File: src/rtl/assert_macros.svh
// Concurrent assertion helpers for the RTL folder.
`ifndef ASSERT_MACROS_SVH
`define ASSERT_MACROS_SVH

`ifndef SYNTH
`define ASSERT_CLK(lbl, prop, msg) \
  lbl: assert property (@(posedge clk) disable iff (rst) prop) else $error(msg);
`define ASSERT_CLK_RST(lbl, prop, msg) \
  lbl: assert property (@(posedge clk) prop) else $error(msg);
`else
`define ASSERT_CLK(lbl, prop, msg)
`define ASSERT_CLK_RST(lbl, prop, msg)
`endif

`endif

File: src/rtl/jwpf_pkg.sv
`timescale 1ns / 1ps

package jwpf_pkg;

  localparam int unsigned VALUE_W = 16;
  localparam int unsigned CODE_W  = 8;
  localparam int unsigned FS_W    = 11;
  localparam int unsigned POS_W   = 11;

  localparam logic [6:0] EV_BUTTON = 7'd1;
  localparam logic [6:0] EV_AXIS   = 7'd2;

  localparam logic [1:0] HDR_MOTOR  = 2'd1;
  localparam logic [1:0] HDR_BUTTON = 2'd2;

  localparam logic [7:0] BTN_A = 8'd0;
  localparam logic [7:0] BTN_X = 8'd3;
  localparam logic [7:0] BTN_Y = 8'd4;

  localparam logic [FS_W-1:0] FS_RESET  = 11'd1000;
  localparam logic [15:0]     SCALE_DEN = 16'd65534;

  typedef logic [7:0][7:0] frame_bytes_t;

endpackage

File: src/rtl/jwpf_in_if.sv
`timescale 1ns / 1ps

interface jwpf_in_if;
  logic                                   valid;
  logic                                   ready;
  logic [jwpf_pkg::CODE_W-1:0]            operation;
  logic [jwpf_pkg::CODE_W-1:0]            control_number;
  logic signed [jwpf_pkg::VALUE_W-1:0]    control_value;

  modport source (output valid, operation, control_number, control_value, input ready);
  modport sink (input valid, operation, control_number, control_value, output ready);
endinterface

File: src/rtl/jwpf_out_if.sv
`timescale 1ns / 1ps

interface jwpf_out_if;
  logic       valid;
  logic       ready;
  logic [1:0] frame_header;
  logic [7:0] front_left_fwd;
  logic [7:0] front_left_rev;
  logic [7:0] front_right_fwd;
  logic [7:0] front_right_rev;
  logic [7:0] back_left_fwd;
  logic [7:0] back_left_rev;
  logic [7:0] back_right_fwd;
  logic [7:0] back_right_rev;

  modport source (output valid, frame_header, front_left_fwd, front_left_rev,
                  front_right_fwd, front_right_rev, back_left_fwd, back_left_rev,
                  back_right_fwd, back_right_rev, input ready);
  modport sink (input valid, frame_header, front_left_fwd, front_left_rev,
                front_right_fwd, front_right_rev, back_left_fwd, back_left_rev,
                back_right_fwd, back_right_rev, output ready);
endinterface

File: src/rtl/joystick_to_wheel_pwm_frames.sv
// A button transaction goes from acceptance to the emit state, which loads the frame
// register once the output is free; a trigger transaction scales and forms one duty, a
// stick one scales, takes the root and forms two: a bit-serial divider scales and forms
// each wheel duty, a bit-serial root gives the magnitude. One transaction is in work at
// a time; the next is accepted once its frame is loaded or dropped. Synchronous
// active-high reset clears stick positions, button bytes, output valid; fs becomes 1000.
`timescale 1ns / 1ps
`include "assert_macros.svh"

module joystick_to_wheel_pwm_frames (
  input  logic                        clk,
  input  logic                        rst,
  jwpf_in_if.sink                     joy,
  jwpf_out_if.source                  frame,
  input  logic                        cfg_wr_en,
  input  logic [jwpf_pkg::FS_W-1:0]   cfg_wr_data
);

  localparam logic [2:0] ST_IDLE  = 3'd0;
  localparam logic [2:0] ST_MUL   = 3'd1;
  localparam logic [2:0] ST_SCALE = 3'd2;
  localparam logic [2:0] ST_SQR   = 3'd3;
  localparam logic [2:0] ST_SQRT  = 3'd4;
  localparam logic [2:0] ST_DLOAD = 3'd5;
  localparam logic [2:0] ST_DUTY  = 3'd6;
  localparam logic [2:0] ST_EMIT  = 3'd7;

  logic [2:0]  state;
  logic [jwpf_pkg::FS_W-1:0] fs;
  logic signed [10:0] lx, ly, rx, ry;
  logic [7:0]  btn [8];
  logic        ev_btn;
  logic [2:0]  ev_num;
  logic signed [15:0] ev_value;
  logic [10:0] scal, mag;
  logic [7:0]  duty_m, duty_p;
  logic        duty_idx, dz;
  logic [4:0]  cnt;
  logic [26:0] div_num;
  logic [15:0] div_rem, div_den;
  logic [20:0] sq_val, sq_res, sq_bit;
  logic        out_valid;
  logic [1:0]  out_hdr;
  jwpf_pkg::frame_bytes_t out_bytes;

  // Input decode.
  logic [6:0] in_type;
  logic       accept, pressed;
  logic       axis_start;
  assign in_type = joy.operation[6:0];
  assign accept  = joy.valid && joy.ready;
  assign pressed = (joy.control_value == 16'sd1);
  assign joy.ready = (state == ST_IDLE);
  assign axis_start = accept && in_type == jwpf_pkg::EV_AXIS && joy.control_number < 8'd6;

  // Scaling product.
  logic signed [17:0] base;
  logic [10:0] kmul;
  logic [27:0] prod;
  always_comb begin
    if (ev_num == 3'd1 || ev_num == 3'd3) begin
      base = 18'sd32767 - {{2{ev_value[15]}}, ev_value};
    end else begin
      base = {{2{ev_value[15]}}, ev_value} + 18'sd32767;
    end
    kmul = ev_num[2] ? 11'd1000 : 11'd2000;
    prod = base[16:0] * kmul;
  end

  // Divider step.
  logic [16:0] rem_sh, rem_sub;
  logic        div_ge;
  logic [26:0] div_num_next;
  logic [15:0] div_rem_next;
  always_comb begin
    rem_sh       = {div_rem, div_num[26]};
    rem_sub      = rem_sh - {1'b0, div_den};
    div_ge       = (rem_sh >= {1'b0, div_den});
    div_num_next = {div_num[25:0], div_ge};
    div_rem_next = div_ge ? rem_sub[15:0] : rem_sh[15:0];
  end

  // Square root step.
  logic [21:0] sq_t;
  logic        sq_ge;
  logic [20:0] sq_res_next;
  always_comb begin
    sq_t        = {1'b0, sq_res} + {1'b0, sq_bit};
    sq_ge       = ({1'b0, sq_val} >= sq_t);
    sq_res_next = sq_ge ? ((sq_res >> 1) + sq_bit) : (sq_res >> 1);
  end

  // Selected stick.
  logic signed [10:0] sx, sy;
  logic [10:0] ax, ay;
  logic signed [21:0] xx, yy;
  logic [20:0] sq_sum;
  logic signed [11:0] pdiff;
  logic [10:0] adiff;
  always_comb begin
    sx = ev_num[1] ? rx : lx;
    sy = ev_num[1] ? ry : ly;
    ax = sx[10] ? 11'(-sx) : sx;
    ay = sy[10] ? 11'(-sy) : sy;
    xx = sx * sx;
    yy = sy * sy;
    sq_sum = xx[20:0] + yy[20:0];
    pdiff = $signed({1'b0, ax}) - $signed({1'b0, ay});
    adiff = pdiff[11] ? 11'(-pdiff) : pdiff[10:0];
  end

  // Duty operand.
  logic signed [12:0] dsrc;
  logic [26:0] dp;
  logic [7:0]  duty_res;
  always_comb begin
    if (!duty_idx) begin
      dsrc = ev_num[2] ? $signed({2'b0, scal}) : $signed({2'b0, mag});
    end else if (!ev_num[1]) begin
      dsrc = $signed({2'b0, adiff});
    end else begin
      dsrc = $signed({2'b0, fs}) - $signed({2'b0, ax});
    end
    dp = {15'b0, dsrc[11:0]};
    if (dz) begin
      duty_res = 8'd0;
    end else if (fs == '0 || div_num_next[26:8] != '0) begin
      duty_res = 8'd255;
    end else begin
      duty_res = div_num_next[7:0];
    end
  end

  // Frame assembly.
  logic [1:0] f_hdr;
  jwpf_pkg::frame_bytes_t f_bytes;
  logic drop;
  logic [7:0] m, p;
  always_comb begin
    m = duty_m;
    p = duty_p;
    f_hdr = jwpf_pkg::HDR_MOTOR;
    f_bytes = '0;
    drop = 1'b0;
    if (ev_btn) begin
      f_hdr = jwpf_pkg::HDR_BUTTON;
      f_bytes = {btn[7], btn[6], btn[5], btn[4], btn[3], btn[2], btn[1], btn[0]};
    end else if (ev_num == 3'd4) begin
      f_bytes = {8'd0, m, m, 8'd0, 8'd0, m, m, 8'd0};
    end else if (ev_num == 3'd5) begin
      f_bytes = {m, 8'd0, 8'd0, m, m, 8'd0, 8'd0, m};
    end else if (sx == 0 && sy > 0) begin
      f_bytes = {m, 8'd0, m, 8'd0, m, 8'd0, m, 8'd0};
    end else if (sx == 0 && sy < 0) begin
      f_bytes = {8'd0, m, 8'd0, m, 8'd0, m, 8'd0, m};
    end else if (!ev_num[1]) begin
      if (sx < 0 && sy == 0) begin
        f_bytes = {8'd0, m, m, 8'd0, m, 8'd0, 8'd0, m};
      end else if (sx > 0 && sy == 0) begin
        f_bytes = {m, 8'd0, 8'd0, m, 8'd0, m, m, 8'd0};
      end else if (sx > 0 && sy > 0) begin
        if (ax <= ay) f_bytes = {m, 8'd0, p, 8'd0, p, 8'd0, m, 8'd0};
        else          f_bytes = {m, 8'd0, 8'd0, p, 8'd0, p, m, 8'd0};
      end else if (sx < 0 && sy < 0) begin
        if (ax <= ay) f_bytes = {8'd0, m, 8'd0, p, 8'd0, p, 8'd0, m};
        else          f_bytes = {8'd0, m, p, 8'd0, p, 8'd0, 8'd0, m};
      end else if (sx < 0 && sy > 0) begin
        if (ax <= ay) f_bytes = {p, 8'd0, m, 8'd0, m, 8'd0, p, 8'd0};
        else          f_bytes = {8'd0, p, m, 8'd0, m, 8'd0, 8'd0, p};
      end else if (sx > 0 && sy < 0) begin
        if (ax <= ay) f_bytes = {8'd0, p, 8'd0, m, 8'd0, m, 8'd0, p};
        else          f_bytes = {p, 8'd0, 8'd0, m, 8'd0, m, p, 8'd0};
      end
    end else begin
      if (sx > 0 && sy > 0) begin
        f_bytes = {p, 8'd0, m, 8'd0, p, 8'd0, m, 8'd0};
      end else if (sx < 0 && sy > 0) begin
        f_bytes = {m, 8'd0, p, 8'd0, m, 8'd0, p, 8'd0};
      end else if (sx > 0 && sy < 0) begin
        if (ax <= ay) f_bytes = {8'd0, p, 8'd0, m, 8'd0, p, 8'd0, m};
        else          drop = 1'b1;
      end else if (sx < 0 && sy < 0) begin
        if (ax <= ay) f_bytes = {8'd0, m, 8'd0, p, 8'd0, m, 8'd0, p};
        else          drop = 1'b1;
      end
    end
  end

  logic signed [11:0] pos;
  assign pos = $signed({1'b0, div_num_next[10:0]}) - 12'sd1000;

  logic out_load;
  assign out_load = (state == ST_EMIT) && !drop && (!out_valid || frame.ready);

  always_ff @(posedge clk) begin
    if (rst) begin
      state     <= ST_IDLE;
      out_valid <= 1'b0;
      fs        <= jwpf_pkg::FS_RESET;
      lx <= '0; ly <= '0; rx <= '0; ry <= '0;
      for (int i = 0; i < 8; i++) btn[i] <= '0;
    end else begin
      if (cfg_wr_en) fs <= cfg_wr_data;
      if (out_load) out_valid <= 1'b1;
      else if (frame.ready) out_valid <= 1'b0;
      unique case (state)
        ST_IDLE: begin
          if (accept) begin
            ev_num   <= joy.control_number[2:0];
            ev_value <= joy.control_value;
            duty_idx <= 1'b0;
            if (in_type == jwpf_pkg::EV_BUTTON) begin
              ev_btn <= 1'b1;
              if (joy.control_number == jwpf_pkg::BTN_A) begin
                btn[0] <= pressed ? 8'd2 : 8'd0;
                state  <= ST_EMIT;
              end else if (joy.control_number == jwpf_pkg::BTN_X) begin
                btn[4] <= pressed ? 8'd5 : 8'd0;
                btn[5] <= pressed ? 8'd6 : 8'd0;
                btn[6] <= pressed ? 8'd7 : 8'd0;
                btn[7] <= pressed ? 8'd8 : 8'd0;
                state  <= ST_EMIT;
              end else if (joy.control_number == jwpf_pkg::BTN_Y) begin
                btn[0] <= pressed ? 8'd1 : 8'd0;
                state  <= ST_EMIT;
              end
            end else if (in_type == jwpf_pkg::EV_AXIS && joy.control_number < 8'd6) begin
              ev_btn <= 1'b0;
              state  <= ST_MUL;
            end
          end
        end
        ST_MUL: begin
          div_num <= base[17] ? 27'd0 : prod[26:0];
          div_rem <= '0;
          div_den <= jwpf_pkg::SCALE_DEN;
          cnt     <= '0;
          state   <= ST_SCALE;
        end
        ST_SCALE: begin
          div_num <= div_num_next;
          div_rem <= div_rem_next;
          cnt     <= cnt + 5'd1;
          if (cnt == 5'd26) begin
            scal <= div_num_next[10:0];
            if (ev_num[2]) begin
              state <= ST_DLOAD;
            end else begin
              unique case (ev_num[1:0])
                2'd0: lx <= pos[10:0];
                2'd1: ly <= pos[10:0];
                2'd2: rx <= pos[10:0];
                2'd3: ry <= pos[10:0];
                default: ;
              endcase
              state <= ST_SQR;
            end
          end
        end
        ST_SQR: begin
          sq_val <= sq_sum;
          sq_res <= '0;
          sq_bit <= 21'h100000;
          cnt    <= '0;
          state  <= ST_SQRT;
        end
        ST_SQRT: begin
          if (sq_ge) sq_val <= sq_val - sq_t[20:0];
          sq_res <= sq_res_next;
          sq_bit <= sq_bit >> 2;
          cnt    <= cnt + 5'd1;
          if (cnt == 5'd10) begin
            mag   <= sq_res_next[10:0];
            state <= ST_DLOAD;
          end
        end
        ST_DLOAD: begin
          dz      <= dsrc[12] || (dsrc == 13'sd0);
          div_num <= (dp << 8) - dp;
          div_rem <= '0;
          div_den <= {5'b0, fs};
          cnt     <= '0;
          state   <= ST_DUTY;
        end
        ST_DUTY: begin
          div_num <= div_num_next;
          div_rem <= div_rem_next;
          cnt     <= cnt + 5'd1;
          if (cnt == 5'd26) begin
            if (!duty_idx) begin
              duty_m <= duty_res;
              if (ev_num[2]) begin
                state <= ST_EMIT;
              end else begin
                duty_idx <= 1'b1;
                state    <= ST_DLOAD;
              end
            end else begin
              duty_p <= duty_res;
              state  <= ST_EMIT;
            end
          end
        end
        ST_EMIT: begin
          if (drop) begin
            state <= ST_IDLE;
          end else if (out_load) begin
            out_hdr   <= f_hdr;
            out_bytes <= f_bytes;
            state     <= ST_IDLE;
          end
        end
        default: state <= ST_IDLE;
      endcase
    end
  end

  assign frame.valid           = out_valid;
  assign frame.frame_header    = out_hdr;
  assign frame.front_left_fwd  = out_bytes[0];
  assign frame.front_left_rev  = out_bytes[1];
  assign frame.front_right_fwd = out_bytes[2];
  assign frame.front_right_rev = out_bytes[3];
  assign frame.back_left_fwd   = out_bytes[4];
  assign frame.back_left_rev   = out_bytes[5];
  assign frame.back_right_fwd  = out_bytes[6];
  assign frame.back_right_rev  = out_bytes[7];

  `ASSERT_CLK(a_sqrt_bound, (state == ST_SQRT) |-> (cnt <= 5'd10), "sqrt overran")
  `ASSERT_CLK(a_axis_start, axis_start |=> (state == ST_MUL), "axis transaction did not start")
  `ASSERT_CLK_RST(a_reset, rst |=> (state == ST_IDLE && !frame.valid), "reset did not clear control")

endmodule

File: src/flat_wrapper.sv
// flat-port wrapper written by rule: the top's interface ports become plain ports
module joystick_to_wheel_pwm_frames_flat 
  (clk, rst, cfg_wr_en, cfg_wr_data, joy_valid, joy_operation, joy_control_number, joy_control_value, joy_ready, frame_valid, frame_frame_header, frame_front_left_fwd, frame_front_left_rev, frame_front_right_fwd, frame_front_right_rev, frame_back_left_fwd, frame_back_left_rev, frame_back_right_fwd, frame_back_right_rev, frame_ready);
  jwpf_in_if joy_i ();
  jwpf_out_if frame_i ();
  input  logic clk;
  input  logic rst;
  input  logic cfg_wr_en;
  input  logic [jwpf_pkg::FS_W-1:0] cfg_wr_data;
  input wire logic [$bits(joy_i.valid)-1:0] joy_valid;
  input wire logic [$bits(joy_i.operation)-1:0] joy_operation;
  input wire logic [$bits(joy_i.control_number)-1:0] joy_control_number;
  input wire logic [$bits(joy_i.control_value)-1:0] joy_control_value;
  output wire logic [$bits(joy_i.ready)-1:0] joy_ready;
  output wire logic [$bits(frame_i.valid)-1:0] frame_valid;
  output wire logic [$bits(frame_i.frame_header)-1:0] frame_frame_header;
  output wire logic [$bits(frame_i.front_left_fwd)-1:0] frame_front_left_fwd;
  output wire logic [$bits(frame_i.front_left_rev)-1:0] frame_front_left_rev;
  output wire logic [$bits(frame_i.front_right_fwd)-1:0] frame_front_right_fwd;
  output wire logic [$bits(frame_i.front_right_rev)-1:0] frame_front_right_rev;
  output wire logic [$bits(frame_i.back_left_fwd)-1:0] frame_back_left_fwd;
  output wire logic [$bits(frame_i.back_left_rev)-1:0] frame_back_left_rev;
  output wire logic [$bits(frame_i.back_right_fwd)-1:0] frame_back_right_fwd;
  output wire logic [$bits(frame_i.back_right_rev)-1:0] frame_back_right_rev;
  input wire logic [$bits(frame_i.ready)-1:0] frame_ready;
  assign joy_i.valid = joy_valid;
  assign joy_i.operation = joy_operation;
  assign joy_i.control_number = joy_control_number;
  assign joy_i.control_value = joy_control_value;
  assign joy_ready = joy_i.ready;
  assign frame_valid = frame_i.valid;
  assign frame_frame_header = frame_i.frame_header;
  assign frame_front_left_fwd = frame_i.front_left_fwd;
  assign frame_front_left_rev = frame_i.front_left_rev;
  assign frame_front_right_fwd = frame_i.front_right_fwd;
  assign frame_front_right_rev = frame_i.front_right_rev;
  assign frame_back_left_fwd = frame_i.back_left_fwd;
  assign frame_back_left_rev = frame_i.back_left_rev;
  assign frame_back_right_fwd = frame_i.back_right_fwd;
  assign frame_back_right_rev = frame_i.back_right_rev;
  assign frame_i.ready = frame_ready;
  joystick_to_wheel_pwm_frames u_core (.clk(clk), .rst(rst), .joy(joy_i), .frame(frame_i), .cfg_wr_en(cfg_wr_en), .cfg_wr_data(cfg_wr_data));
endmodule
File: config.mk
export PLATFORM = sky130hd
export DESIGN_NAME = joystick_to_wheel_pwm_frames_flat
export DESIGN_NICKNAME = d
export VERILOG_FILES = /design/src/rtl/jwpf_pkg.sv /design/src/rtl/jwpf_in_if.sv /design/src/rtl/jwpf_out_if.sv /design/src/rtl/joystick_to_wheel_pwm_frames.sv /design/src/flat_wrapper.sv
export VERILOG_INCLUDE_DIRS = /design/src /design/src/rtl
export SDC_FILE = /design/constraint.sdc
export NUM_CORES = 2
export LEC_CHECK = 0
export BUFFER_PORTS_ARGS = -buffer_cell sky130_fd_sc_hd__buf_2
export CAP_MARGIN = 20
export CORE_UTILIZATION = 34
export CTS_BUF_LIST = sky130_fd_sc_hd__clkbuf_4
export CTS_CLUSTER_DIAMETER = 150
export DETAILED_ROUTE_END_ITERATION = 10
export SETUP_SLACK_MARGIN = 0.05
export SYNTH_ARGS = -nofsm -noshare
export SYNTH_HDL_FRONTEND = slang
export SYNTH_SLANG_ARGS = --single-unit
File: constraint.sdc
create_clock -name clk -period 14.5 [get_ports clk]
set_clock_uncertainty 0.05 [all_clocks]
set_input_delay 2.175 -clock clk [delete_from_list [all_inputs] [get_ports clk]]
set_output_delay 2.175 -clock clk [all_outputs]
set_load 0.02 [all_outputs]
==> run metrics <==
critical path endpoint category=register; mapped cell area=31,000 um^2; Hold Crit Start=u_core.btn[0][0]; Reg2Reg Setup Slack=5.45 ns; post-synth top area share=23.3%; final setup vio count=0; hold buffers post-CTS=0; total number of vias=23.5k; share of cells above drive strength 1=11.3%; CTS buffer count=87; final hold slack=0.406 ns; Final Non-Filler Cells=4,610; met3 WL=4550 um; num rows=110; mux contribution to synthesized area=3.02%; fin crit period=9.05 ns; Min-Delay Endpoint=u_core.btn[0][0]; Data arrival, critical path=9.55 ns; initial antenna violation count=4; Post-synth EDFFs=241; slew of the pin with the lowest slew margin=1.08 ns; Synth warnings=0; Sink Count=302; Crit Path Max Fanout=60; largest family of logic cells by synthesized area=adder cells; CP Launch Type=register; Async S/R FF share, synth=0%; Port Buf Inserts=114; clock slew seen by the registers of the worst setup and hold paths=0.06 ns; worst skew pair latency=0.89 ns; Fmax achieved=111 MHz; DRT antenna net count=0; worst min-delay path class=reg2reg; core area=90,100 um^2; CTS tree=yes; static leakage=0.0150 uW; Post-Synth Simple-Gate Area=12.9%; Root Driver=clkbuf_4; post-CTS sizing=0; Seq/Total Area, Yosys=27.3%; area grow syn2layout=9.93%; post-synth cell types=97; post-synthesis cell count=3,225; number of max-cap violations=0; starting density of the core=34.4%; setup TNS=0 ns; Final nets=3,946; reg2reg path depth=30; WL met1=35,300 um; Synth Area in Adders=29.5%; part of the cycle the worst path needs=62.4%; DR pass1 iterations=6; number of global-route vias before repair=24.3k; RR Startpoint=u_core.ev_num[1]; Post-DP HPWL=62,500 um; wire length per cell=17.3 um; Worst EP required=15.00 ns; Commonest cells post-synth=inv_1 (481), fa_1 (319), nor2_1 (303); chip width=304 um; htree depth=3; hold depth=2; Worst R2R End=u_core.sq_val[20]; Core Util, Final=37.8%; DIE AREA=92,400 um^2; number of synthesized register bits=302; CTS Buffer Depth=3; count leader, synth=inv_1; Synth Area in Compound Gates=13.9%; vias per inst=5.10; first-pass GRT wire length=131,000 um; Power, Total=3380 uW; status=completed; pin count of the biggest net entering global routing=68; placed insts=4,447; Slew headroom=28.0%; Worst path max stage delay=0.88 ns; uppermost routed layer=met5; Avg Cell Area, Syn=9.62 um^2; ys flop type=edfxtp_1; Yosys top cell by area=edfxtp_1; Hold Vio Cnt, Final=0; final WL=79,600 um; critical path class=reg2reg; pwr dens=99.1 nW/um^2; DRC errors left=0; Peak supply drop=158 uV; max-slew violation count=0; Synth area leaders=edfxtp_1 (23%), fa_1 (21%), ha_1 (8.8%); Die Y=304 um; Met2 Wirelength=37,100 um; I/O pin count=116; Placer Congestion=0.915; Slowest-stage cell, CP=mux2i_1; postcts setup bufs=0; grt total ovfl=0; XOR/XNOR Fraction of Synth Area=5.85%; unrepaired setup endpoints after global routing=no; Global Route Usage Sum=17.6%; initial detailed-routing violation count=1,436
per-stage QoR:
step                      area [um^2]  worst slack [ns]
final                           34100              5.45
after global routing            34100              4.77
after CTS                       34100              5.31
after detailed placement        32900              5.35
after global placement          32900              5.44
after floorplan                 31100              5.20
layer usage:
metal  up-vias  track usage, %
met2       636            28.7
met3       143            2.96
li1      11300               -
met1     11400            23.3
met4         2            6.71
met5         -               0
cells by family (layout without fill, tap and decap cells):
group	after synthesis	after routing
compound gates	620	620
mux	88	88
buf+inv	607	799
flops	302	302
fa+ha+maj	541	541
xor+xnor	202	202
simple gates	863	863
other cells	2	19
state kept, by name, summed over array words and instances (netlist names), 12 cells and up:
| register | flops |
|---|---|
| u_core.div_num | 27 |
| u_core.sq_res | 21 |
| u_core.sq_val | 21 |
| u_core.div_rem | 16 |
| u_core.ev_value | 16 |
| u_core.div_den | 12 |
cell usage in the layout (no fill, tap or decap), types with 18 or more instances in the layout:
cell / Yosys / routed
and2_1: 33 / 33
fa_1: 319 / 319
dfxtp_1: 61 / 61
clkinv_1: 5 / 19
nor4_1: 20 / 19
nor3_1: 54 / 51
o21ai_0: 89 / 88
inv_1: 481 / 481
nand2_1: 251 / 251
o21bai_1: 22 / 22
a21o_1: 51 / 51
nor2_1: 303 / 301
mux2_2: 20 / 20
a211oi_1: 41 / 41
mux2i_1: 62 / 62
a21oi_1: 136 / 134
a22oi_1: 40 / 40
and3_1: 19 / 19
buf_2: 5 / 114
nor2b_1: 35 / 34
xor2_1: 75 / 75
edfxtp_1: 241 / 241
clkbuf_4: 0 / 129
nand3_1: 42 / 42
xnor2_1: 122 / 122
or3_1: 18 / 18
ha_1: 218 / 218
a31oi_1: 24 / 24
a22o_1: 33 / 33
buf_4: 1 / 33
nand2b_1: 26 / 26
cell type report:
| cell class | instances | area (um^2) |
|---|---|---|
| tap | 1176 | 1470 |
| clock buffer | 129 | 968 |
| fill | 9120 | 56100 |
| clock inverter | 30 | 154 |
| sequential | 302 | 8460 |
| antenna | 3 | 7.51 |
| timing repair buffer | 148 | 838 |
| multi-input combinational | 2330 | 20300 |
| inverter | 492 | 1850 |
critical path: cells and delay by family (launching register included):
family          cells  cell delay (ns)
simple gates        4             0.59
xor+xnor            1             0.19
compound gates      8             1.60
flops               1             0.44
fa+ha+maj           8             3.62
mux                 2             0.99
buf+inv             7             1.26
worst max path at each step:
stage	from	to	slack [ns]	depth (start not counted)
after floorplan	u_core.ev_num[1]	u_core.sq_val[18]	5.20	37
after global placement	u_core.ev_num[1]	u_core.sq_val[20]	5.44	30
after detailed placement	u_core.ev_num[1]	u_core.sq_val[20]	5.35	26
after CTS	u_core.ev_num[1]	u_core.sq_val[20]	5.31	30
after global routing	u_core.ev_num[1]	u_core.sq_val[20]	4.77	30
final	u_core.ev_num[1]	u_core.sq_val[20]	5.45	30
power by group:
group / internal [uW] / leakage (uW) / switching [uW] / total, uW
clock network: 413 / 0.000674 / 407 / 820
registers: 1020 / 0.00270 / 8.82 / 1020
logic: 719 / 0.0116 / 816 / 1540
Power figures use the tool's default switching activity.
